==> config.mk <==
export PLATFORM = sky130hd
export DESIGN_NAME = lcd_line_timing_and_stat_interrupt
export DESIGN_NICKNAME = d
export VERILOG_FILES = /design/src/hw/rtl/lcdstat_pkg.sv /design/src/hw/rtl/lcdstat_tick.sv /design/src/hw/rtl/lcd_line_timing_and_stat_interrupt.sv
export VERILOG_INCLUDE_DIRS = /design/src /design/src/hw/rtl
export SDC_FILE = /design/constraint.sdc
export NUM_CORES = 1
export LEC_CHECK = 0
export ABC_AREA = 1
export ABC_CLOCK_PERIOD_IN_PS = 3100
export BUFFER_PORTS_ARGS = -buffer_cell sky130_fd_sc_hd__buf_4
export CAP_MARGIN = 20
export CORE_AREA = 2 2 79 138
export CTS_CLUSTER_SIZE = 10
export DETAILED_ROUTE_END_ITERATION = 8
export DIE_AREA = 0 0 81 140
export MAX_ROUTING_LAYER = met4
export PLACE_DENSITY = 0.87
export SYNTH_ARGS = -nofsm -noshare
export SYNTH_HDL_FRONTEND = slang
export SYNTH_SLANG_ARGS = --single-unit
==> constraint.sdc <==
create_clock -name clk -period 3.1 [get_ports clk]
set_clock_uncertainty 0.15 [all_clocks]
set_input_delay 0.31 -clock clk [delete_from_list [all_inputs] [get_ports clk]]
set_output_delay 0.31 -clock clk [all_outputs]
set_load 0.03 [all_outputs]
==> src/hw/rtl/lcd_line_timing_and_stat_interrupt_macros.svh <==
// assertion macros for the lcd line timing and status interrupt block
`ifndef LCD_LINE_TIMING_AND_STAT_INTERRUPT_MACROS_SVH
`define LCD_LINE_TIMING_AND_STAT_INTERRUPT_MACROS_SVH

`ifndef SYNTHESIS

`define LCDSTAT_ASSERT_ALWAYS(label, expr) \
    label: assert property (@(posedge clk) disable iff (!rst_n) (expr)) \
        else $error("lcdstat assertion failed");

`define LCDSTAT_ASSERT_NEXT(label, ante, cons) \
    label: assert property (@(posedge clk) disable iff (!rst_n) (ante) |=> (cons)) \
        else $error("lcdstat assertion failed");

`else

`define LCDSTAT_ASSERT_ALWAYS(label, expr)

`define LCDSTAT_ASSERT_NEXT(label, ante, cons)

`endif

`endif

==> src/hw/rtl/lcdstat_pkg.sv <==
// types and constants shared by the lcd line timing and status interrupt block
`timescale 1ns / 1ps

package lcdstat_pkg;

    typedef struct packed {
        logic [1:0]  opcode;
        logic [15:0] bus_address;
        logic [7:0]  write_data;
    } req_t;

    typedef struct packed {
        logic [7:0] read_data;
        logic       vblank_irq;
        logic       stat_irq;
        logic       bad_address;
    } rsp_t;

    typedef struct packed {
        logic       enable;
        logic [7:0] status;
        logic [7:0] line;
        logic [7:0] compare;
        logic [6:0] dot;
        logic       stat_line;
    } tick_in_t;

    typedef struct packed {
        logic [7:0] status;
        logic [7:0] line;
        logic [6:0] dot;
        logic       stat_line;
        logic       vblank_irq;
        logic       stat_irq;
    } tick_out_t;

    localparam logic [1:0] OP_TICK  = 2'd0;
    localparam logic [1:0] OP_READ  = 2'd1;
    localparam logic [1:0] OP_WRITE = 2'd2;

    localparam logic [1:0] MODE_HBLANK = 2'd0;
    localparam logic [1:0] MODE_VBLANK = 2'd1;
    localparam logic [1:0] MODE_OAM    = 2'd2;
    localparam logic [1:0] MODE_XFER   = 2'd3;

    localparam logic [6:0] DOTS_PER_LINE   = 7'd114;
    localparam logic [7:0] LINES_PER_FRAME = 8'd154;
    localparam logic [7:0] VISIBLE_LINES   = 8'd144;
    localparam logic [6:0] MODE3_START     = 7'd20;
    localparam logic [6:0] MODE0_START     = 7'(20 + 53);

    localparam logic [7:0] MODE_KEEP_MASK = 8'hFC;
    localparam logic [7:0] STATUS_FORCED  = 8'h80;

    localparam logic [15:0] ADDR_FIRST = 16'hFF40;
    localparam logic [15:0] ADDR_LAST  = 16'hFF4B;
    localparam logic [15:0] ADDR_LINE  = 16'hFF44;

    localparam logic [3:0] OFF_CONTROL = 4'd0;
    localparam logic [3:0] OFF_STATUS  = 4'd1;
    localparam logic [3:0] OFF_LINE    = 4'd4;
    localparam logic [3:0] OFF_COMPARE = 4'd5;

    localparam int CONTROL_ENABLE_BIT = 7;
    localparam int STAT_EN_HBLANK_BIT = 3;
    localparam int STAT_EN_VBLANK_BIT = 4;
    localparam int STAT_EN_OAM_BIT    = 5;
    localparam int STAT_EN_COINC_BIT  = 6;

endpackage

==> src/hw/rtl/lcdstat_tick.sv <==
// dot and line counter step, mode sequencing and status condition for one tick
`timescale 1ns / 1ps

module lcdstat_tick (
    input  lcdstat_pkg::tick_in_t  tick_in,
    output lcdstat_pkg::tick_out_t tick_out
);
    import lcdstat_pkg::*;

    logic [6:0] dot_inc;
    logic       wrap;
    logic [6:0] dot_new;
    logic [7:0] line_new;
    logic       coinc;
    logic       visible;
    logic [1:0] mode;
    logic       vblank_enter;
    logic       cond;

    always_comb
    begin
        dot_inc  = tick_in.dot + 7'd1;
        wrap     = dot_inc >= DOTS_PER_LINE;
        dot_new  = wrap ? 7'd0 : dot_inc;
        if (wrap)
        begin
            line_new = (tick_in.line == LINES_PER_FRAME - 8'd1) ? 8'd0 : tick_in.line + 8'd1;
        end
        else
        begin
            line_new = tick_in.line;
        end
        coinc   = line_new == tick_in.compare;
        visible = line_new < VISIBLE_LINES;

        mode         = tick_in.status[1:0];
        vblank_enter = 1'b0;
        if (visible && dot_new >= MODE0_START)
        begin
            mode = MODE_HBLANK;
        end
        if (line_new == VISIBLE_LINES && dot_new == 7'd0)
        begin
            mode         = MODE_VBLANK;
            vblank_enter = 1'b1;
        end
        if (visible && dot_new == 7'd0)
        begin
            mode = MODE_OAM;
        end
        if (visible && dot_new == MODE3_START)
        begin
            mode = MODE_XFER;
        end

        cond = (coinc && tick_in.status[STAT_EN_COINC_BIT])
            || (mode == MODE_HBLANK && tick_in.status[STAT_EN_HBLANK_BIT])
            || (mode == MODE_VBLANK && tick_in.status[STAT_EN_VBLANK_BIT])
            || (mode == MODE_OAM && tick_in.status[STAT_EN_OAM_BIT]);

        if (tick_in.enable)
        begin
            tick_out.status     = {tick_in.status[7:3], coinc, mode};
            tick_out.line       = line_new;
            tick_out.dot        = dot_new;
            tick_out.stat_line  = cond;
            tick_out.vblank_irq = vblank_enter;
            tick_out.stat_irq   = cond && !tick_in.stat_line;
        end
        else
        begin
            // display off: clear mode, line and dot, keep the condition history
            tick_out.status     = tick_in.status & MODE_KEEP_MASK;
            tick_out.line       = 8'd0;
            tick_out.dot        = 7'd0;
            tick_out.stat_line  = tick_in.stat_line;
            tick_out.vblank_irq = 1'b0;
            tick_out.stat_irq   = 1'b0;
        end
    end

endmodule

==> src/hw/rtl/lcd_line_timing_and_stat_interrupt.sv <==
// top level: register file, bus decode, tick sequencing and result register
// the result is registered at the edge that takes the transaction
// throughput: one transaction per cycle, set by the single result register
// a waiting result holds off the next transaction only while rsp_ready is low
// reset: rst_n clears the display registers, the counters and the result valid flag
// no clearing pass is needed after reset
`timescale 1ns / 1ps
`include "lcd_line_timing_and_stat_interrupt_macros.svh"

module lcd_line_timing_and_stat_interrupt (
    input  logic                clk,
    input  logic                rst_n,
    input  logic                req_valid,
    output logic                req_ready,
    input  lcdstat_pkg::req_t   req,
    output logic                rsp_valid,
    input  logic                rsp_ready,
    output lcdstat_pkg::rsp_t   rsp
);
    import lcdstat_pkg::*;

    logic       accept;

    logic [7:0] control_reg, control_next;
    logic [7:0] status_reg, status_next;
    logic [7:0] line_reg, line_next;
    logic [7:0] compare_reg, compare_next;
    logic [7:0] plain_reg [8];
    logic [7:0] plain_next [8];
    logic [6:0] dot_reg, dot_next;
    logic       stat_line_reg, stat_line_next;

    logic       rsp_valid_reg, rsp_valid_next;
    rsp_t       rsp_reg, rsp_next;

    logic [15:0] addr_diff;
    logic [3:0]  offset;
    logic        in_range;
    logic        plain_hit;
    logic [2:0]  plain_slot;
    logic [7:0]  read_mux;

    tick_in_t    tick_in;
    tick_out_t   tick_out;

    assign accept    = req_valid && req_ready;
    assign req_ready = !rsp_valid_reg || rsp_ready;
    assign rsp_valid = rsp_valid_reg;
    assign rsp       = rsp_reg;

    assign tick_in.enable    = control_reg[CONTROL_ENABLE_BIT];
    assign tick_in.status    = status_reg;
    assign tick_in.line      = line_reg;
    assign tick_in.compare   = compare_reg;
    assign tick_in.dot       = dot_reg;
    assign tick_in.stat_line = stat_line_reg;

    lcdstat_tick u_tick (
        .tick_in  (tick_in),
        .tick_out (tick_out)
    );

    // address decode
    always_comb
    begin
        in_range  = req.bus_address >= ADDR_FIRST && req.bus_address <= ADDR_LAST;
        addr_diff = req.bus_address - ADDR_FIRST;
        offset    = addr_diff[3:0];
        case (offset) inside
            4'd2, 4'd3:
            begin
                plain_hit  = 1'b1;
                plain_slot = offset[2:0] - 3'd2;
            end
            [4'd6:4'd11]:
            begin
                plain_hit  = 1'b1;
                plain_slot = 3'(offset - 4'd4);
            end
            default:
            begin
                plain_hit  = 1'b0;
                plain_slot = 3'd0;
            end
        endcase

        case (offset)
            OFF_CONTROL: read_mux = control_reg;
            OFF_STATUS:  read_mux = status_reg;
            OFF_LINE:    read_mux = line_reg;
            OFF_COMPARE: read_mux = compare_reg;
            default:     read_mux = plain_hit ? plain_reg[plain_slot] : 8'd0;
        endcase
    end

    // next state and result
    always_comb
    begin
        control_next   = control_reg;
        status_next    = status_reg;
        line_next      = line_reg;
        compare_next   = compare_reg;
        plain_next     = plain_reg;
        dot_next       = dot_reg;
        stat_line_next = stat_line_reg;
        rsp_next       = '0;

        if (accept)
        begin
            case (req.opcode)
                OP_TICK:
                begin
                    status_next         = tick_out.status;
                    line_next           = tick_out.line;
                    dot_next            = tick_out.dot;
                    stat_line_next      = tick_out.stat_line;
                    rsp_next.vblank_irq = tick_out.vblank_irq;
                    rsp_next.stat_irq   = tick_out.stat_irq;
                end
                OP_READ:
                begin
                    if (!in_range)
                    begin
                        rsp_next.bad_address = 1'b1;
                    end
                    else
                    begin
                        rsp_next.read_data = read_mux;
                    end
                end
                OP_WRITE:
                begin
                    if (!in_range)
                    begin
                        rsp_next.bad_address = 1'b1;
                    end
                    else
                    begin
                        case (offset)
                            OFF_CONTROL: control_next = req.write_data;
                            OFF_STATUS:  status_next  = req.write_data | STATUS_FORCED;
                            OFF_LINE:    ;
                            OFF_COMPARE: compare_next = req.write_data;
                            default:
                            begin
                                if (plain_hit)
                                begin
                                    plain_next[plain_slot] = req.write_data;
                                end
                            end
                        endcase
                    end
                end
                default: ;
            endcase
        end

        if (accept)
        begin
            rsp_valid_next = 1'b1;
        end
        else if (rsp_ready)
        begin
            rsp_valid_next = 1'b0;
        end
        else
        begin
            rsp_valid_next = rsp_valid_reg;
        end
    end

    always_ff @(posedge clk or negedge rst_n)
    begin
        if (!rst_n)
        begin
            control_reg   <= 8'd0;
            status_reg    <= 8'd0;
            line_reg      <= 8'd0;
            compare_reg   <= 8'd0;
            for (int i = 0; i < 8; i++)
            begin
                plain_reg[i] <= 8'd0;
            end
            dot_reg       <= 7'd0;
            stat_line_reg <= 1'b0;
            rsp_valid_reg <= 1'b0;
        end
        else
        begin
            control_reg   <= control_next;
            status_reg    <= status_next;
            line_reg      <= line_next;
            compare_reg   <= compare_next;
            plain_reg     <= plain_next;
            dot_reg       <= dot_next;
            stat_line_reg <= stat_line_next;
            rsp_valid_reg <= rsp_valid_next;
        end
    end

    always_ff @(posedge clk)
    begin
        if (accept)
        begin
            rsp_reg <= rsp_next;
        end
    end

    `LCDSTAT_ASSERT_ALWAYS(a_counters_in_range,
        line_reg < LINES_PER_FRAME && dot_reg < DOTS_PER_LINE)

    `LCDSTAT_ASSERT_ALWAYS(a_vblank_mode,
        !(rsp_valid_reg && rsp_reg.vblank_irq)
        || (status_reg[1:0] == MODE_VBLANK && line_reg == VISIBLE_LINES && dot_reg == 7'd0))

    `LCDSTAT_ASSERT_ALWAYS(a_stat_irq_line,
        !(rsp_valid_reg && rsp_reg.stat_irq) || stat_line_reg)

    `LCDSTAT_ASSERT_NEXT(a_disabled_clears,
        accept && req.opcode == OP_TICK && !control_reg[CONTROL_ENABLE_BIT],
        line_reg == 8'd0 && dot_reg == 7'd0 && !rsp_reg.vblank_irq && !rsp_reg.stat_irq)

endmodule

==> summary.md <==
| Metric | Value |
|---|---|
| Root buf cell | clkbuf_16 |
| Finished Layout Cells | 957 |
| Area contributors post-synth | dfrtp_1, nand2_1, o21ai_0, edfxtp_1, nand3_1 |
| Final worst slack | 0.1876 ns |
| GRT Resource Usage Total | 0.3462 |
| CTS H-tree lvls | 4 |
| Dpl ws | 0.06911 ns |
| Starting density of the core | 0.5988 |
| Post-placement cell count | 915 |
| Max-slew headroom | 0.4000 |
| CP max stage delay | 0.46 ns |
| Nets | 854 |
| Io pins | 43 |
| Post-synth top area cell | dfrtp_1 |
| Worst r2r dst | rsp[1]$_SDFFCE_PN0P_ |
| TritonCTS clock tree | yes |
| Hold Path Cell Cnt | 3 |
| Fraction of registers with async set or reset after synthesis | 0.9052 |
| Netlist Area Pre-Place | 0.006095 mm² |
| Clock latency on the worst-skew pair | 0.42 ns |
| Die Area | 0.01134 mm² |
| Crit path DAT | 2.94 ns |
| Clock buffer depth | 2 |
| Hold Crit Start | req_valid |
| GPL Wtd Cong | 0.9850 |
| Core box area | 0.01018 mm² |
| Worst R2R Setup Slack | 0.19 ns |
| Pin count of the biggest net entering global routing | 70 |
| Crit Path Max Fanout | 10 |
| Crit path kind | reg -> reg |
| Hpwl dp | 12.38 mm |
| ANT nets after route | 0 |
| Worst hold path type | in -> reg |
| Pleak | 3.395 nW |
| Mean area per synthesized cell | 8.083 µm² |
| Synth cell types | 44 |
| Crit share post-route | 0.9395 |
| Critical Path Slowest Stage Cell | dfrtp_1 |
| Setup crit start | dot_reg[0]$_DFFE_PN0P_ |
| Vias in the first global route | 5725 |
| Post-synth top area share | 0.4311 |
| Number of synthesized flops with an enable pin | 11 |
| Post-synthesis net count | 791 |
| Die Y | 140 µm |
| Max FFs per register | 64 |
| Horiz. Die Dim | 81 µm |
| # clock sinks | 116 |
| Minimum clock period | 2.912 ns |
| Worst-Margin Slew | 0.9000 ns |
| Yosys reg bits | 116 |
| CTS Buf Count | 17 |
| Drt initial violations | 549 |
| Worst Hold End | rsp_valid$_DFFE_PN0P_ |
| Yosys warning count | 0 |
| Hold_ws | 0.01644 ns |
| Detailed Routing Iterations Pass 1 | 6 |
| Wire per inst | 18.92 µm |
| Maximum vdd drop | 0.4935 mV |
| Via count | 5781 |
| Peak Freq | 343.4 MHz |
| Sequential area share after synthesis | 0.4853 |
| Total congestion overflow | 0 |
| Final WL | 18.10 mm |
| Share of cells above drive strength 1 | 0.1458 |
| Antenna violations before repair | 0 |
| Site row count | 49 |
| DRC Markers | 0 |
| Area growth from synthesis to layout | 19.93% |
| Final hold vios | 0 |
| Critical Path, Cell by Cell | ha_1 -> inv_1 -> nand2_1 -> nand2_4 -> nor2_4 -> nand2_4 -> nand3_4 -> nand2_1 -> nand2_1 -> inv_1 -> nand2_1 -> nor2_1 -> nand3_1 -> nand2_1 -> nand2_1 -> nand2_1 -> nor2_1 -> nor2_2 -> a21oi_1 |
| Outcome | finished clean |
| Diodes inserted | 0 |
| Critical path's most frequent cell | nand2_1 |
| Setup TNS | 0 ns |
| Crit path capture type | register |
| Primary FF master, synth | dfrtp_1 |
| Max-cap violations | 0 |
| First-pass GRT wire length | 28.59 mm |
| CP Data Required Time | 3.12 ns |
| Final setup vio count | 0 |
| Slew Viols, Final | 0 |
| Cell Pwr Density | 544.4 mW/mm² |
| R2r worst-path depth | 19 |
| Via-to-Cell Ratio | 6.041 |
| Buffers on Ports | 42 |
| Critical R2R Launch | dot_reg[0]$_DFFE_PN0P_ |
| Cells after Synth | 754 |
| Worst Setup Start Kind | register |
| Clk slew on worst S/H paths | 0.05 ns |
## metal layers
layer  routed length (µm)  GRT usage  vias to the layer above
met5                    0          -                        -
met3                 1132    0.07539                       98
li1                     -          -                     2645
met2                 9685     0.5911                      276
met1                 6173     0.3585                     2762
met4                 1111     0.1936                        0
## logic make-up after synthesis
family / share of synthesized area
mux: 0.02751
compound gates: 0.1398
buf+inv: 0.06426
flops: 0.4853
xor+xnor: 0.01293
simple gates: 0.2558
fa+ha+maj: 0.01437
## final cells by class
type / instances / area [µm²]
fill: 781 / 2868
sequential: 116 / 2958
tap: 127 / 158.9
timing repair buffer: 64 / 510.5
clock inverter: 12 / 185.2
clock buffer: 20 / 436.7
inverter: 79 / 297.8
multi-input combinational: 539 / 2763
## cell usage in the layout (no fill, tap or decap), types with 2 or more instances in the layout
master	instances
nand2_1	214
dfrtp_1	105
o21ai_0	95
inv_1	74
nand3_1	60
buf_4	56
nor2_1	41
o22ai_1	18
clkbuf_16	17
a21oi_1	14
nand4_1	11
edfxtp_1	11
mux2i_1	10
nand2_2	9
xor2_1	8
a31oi_1	7
a311oi_1	7
ha_1	7
dlygate4sd3_1	7
mux2_2	6
clkinv_2	5
bufinv_16	5
nor3_1	4
o21ai_2	3
inv_2	3
nand3_2	3
clkinv_1	3
nor2_4	3
clkbuf_1	3
nand3b_1	2
nand2_4	2
a22oi_1	2
## worst max-delay path by stage
stage,end,slack (ns),cells after the start
finish,rsp[1]$_SDFFCE_PN0P_,0.19,19
global route,rsp[1]$_SDFFCE_PN0P_,-0.005,19
CTS,rsp[1]$_SDFFCE_PN0P_,0.05,17
detailed placement,rsp[1]$_SDFFCE_PN0P_,0.07,17
global placement,rsp[1]$_SDFFCE_PN0P_,0.20,17
floorplan,rsp[1]$_SDFFCE_PN0P_,0.59,18
## synth_stat cells, types with 2 or more instances
master	count
a21oi_1	14
a22oi_1	2
a311oi_1	7
a31oi_1	7
buf_2	3
clkbuf_1	16
dfrtp_1	105
edfxtp_1	11
ha_1	7
inv_1	74
inv_2	3
mux2_2	6
mux2i_1	10
nand2_1	214
nand2_2	9
nand2_4	2
nand3_1	60
nand3_2	2
nand3b_1	2
nand4_1	11
nor2_1	41
nor2_4	3
nor3_1	4
o21ai_0	95
o21ai_1	3
o22ai_1	18
xor2_1	8
## through the flow
step,cell area [µm²],utilization,power (mW)
final,7310,0.7182,3.979
after global routing,7310,0.7182,4.081
after CTS,7264,0.7138,3.977
after detailed placement,6573,0.6458,1.899
after global placement,6573,0.6458,1.890
after floorplan,6095,-,1.753
## timing repair
| item | 4_1_cts | 5_1_grt |
|---|---|---|
| resized for setup | 0 | 2 |
| setup endpoints to repair | 0 | 3 |
| buffers inserted | 0 | 2 |
| hold buffers | 7 | 0 |
| endpoints found under the hold margin | 73 | 0 |
## worst max-delay path: cells and delay by family (launching register included)
kind,cells,cell delay [ns]
AO/OA/AOI/OAI,1,0.07
flip-flops,1,0.46
buffers and inverters,2,0.17
AND/OR/NAND/NOR,15,1.53
adder cells (fa/ha/maj),1,0.28
## power by group
part	internal, mW	total [mW]	switching, mW	leakage, nW
registers	1.56	1.57	0.0110	1.56
clock network	1.41	2.09	0.676	0.303
logic	0.101	0.324	0.223	1.53
total	3.07	3.98	0.910	3.40
Power figures use the tool's default switching activity.
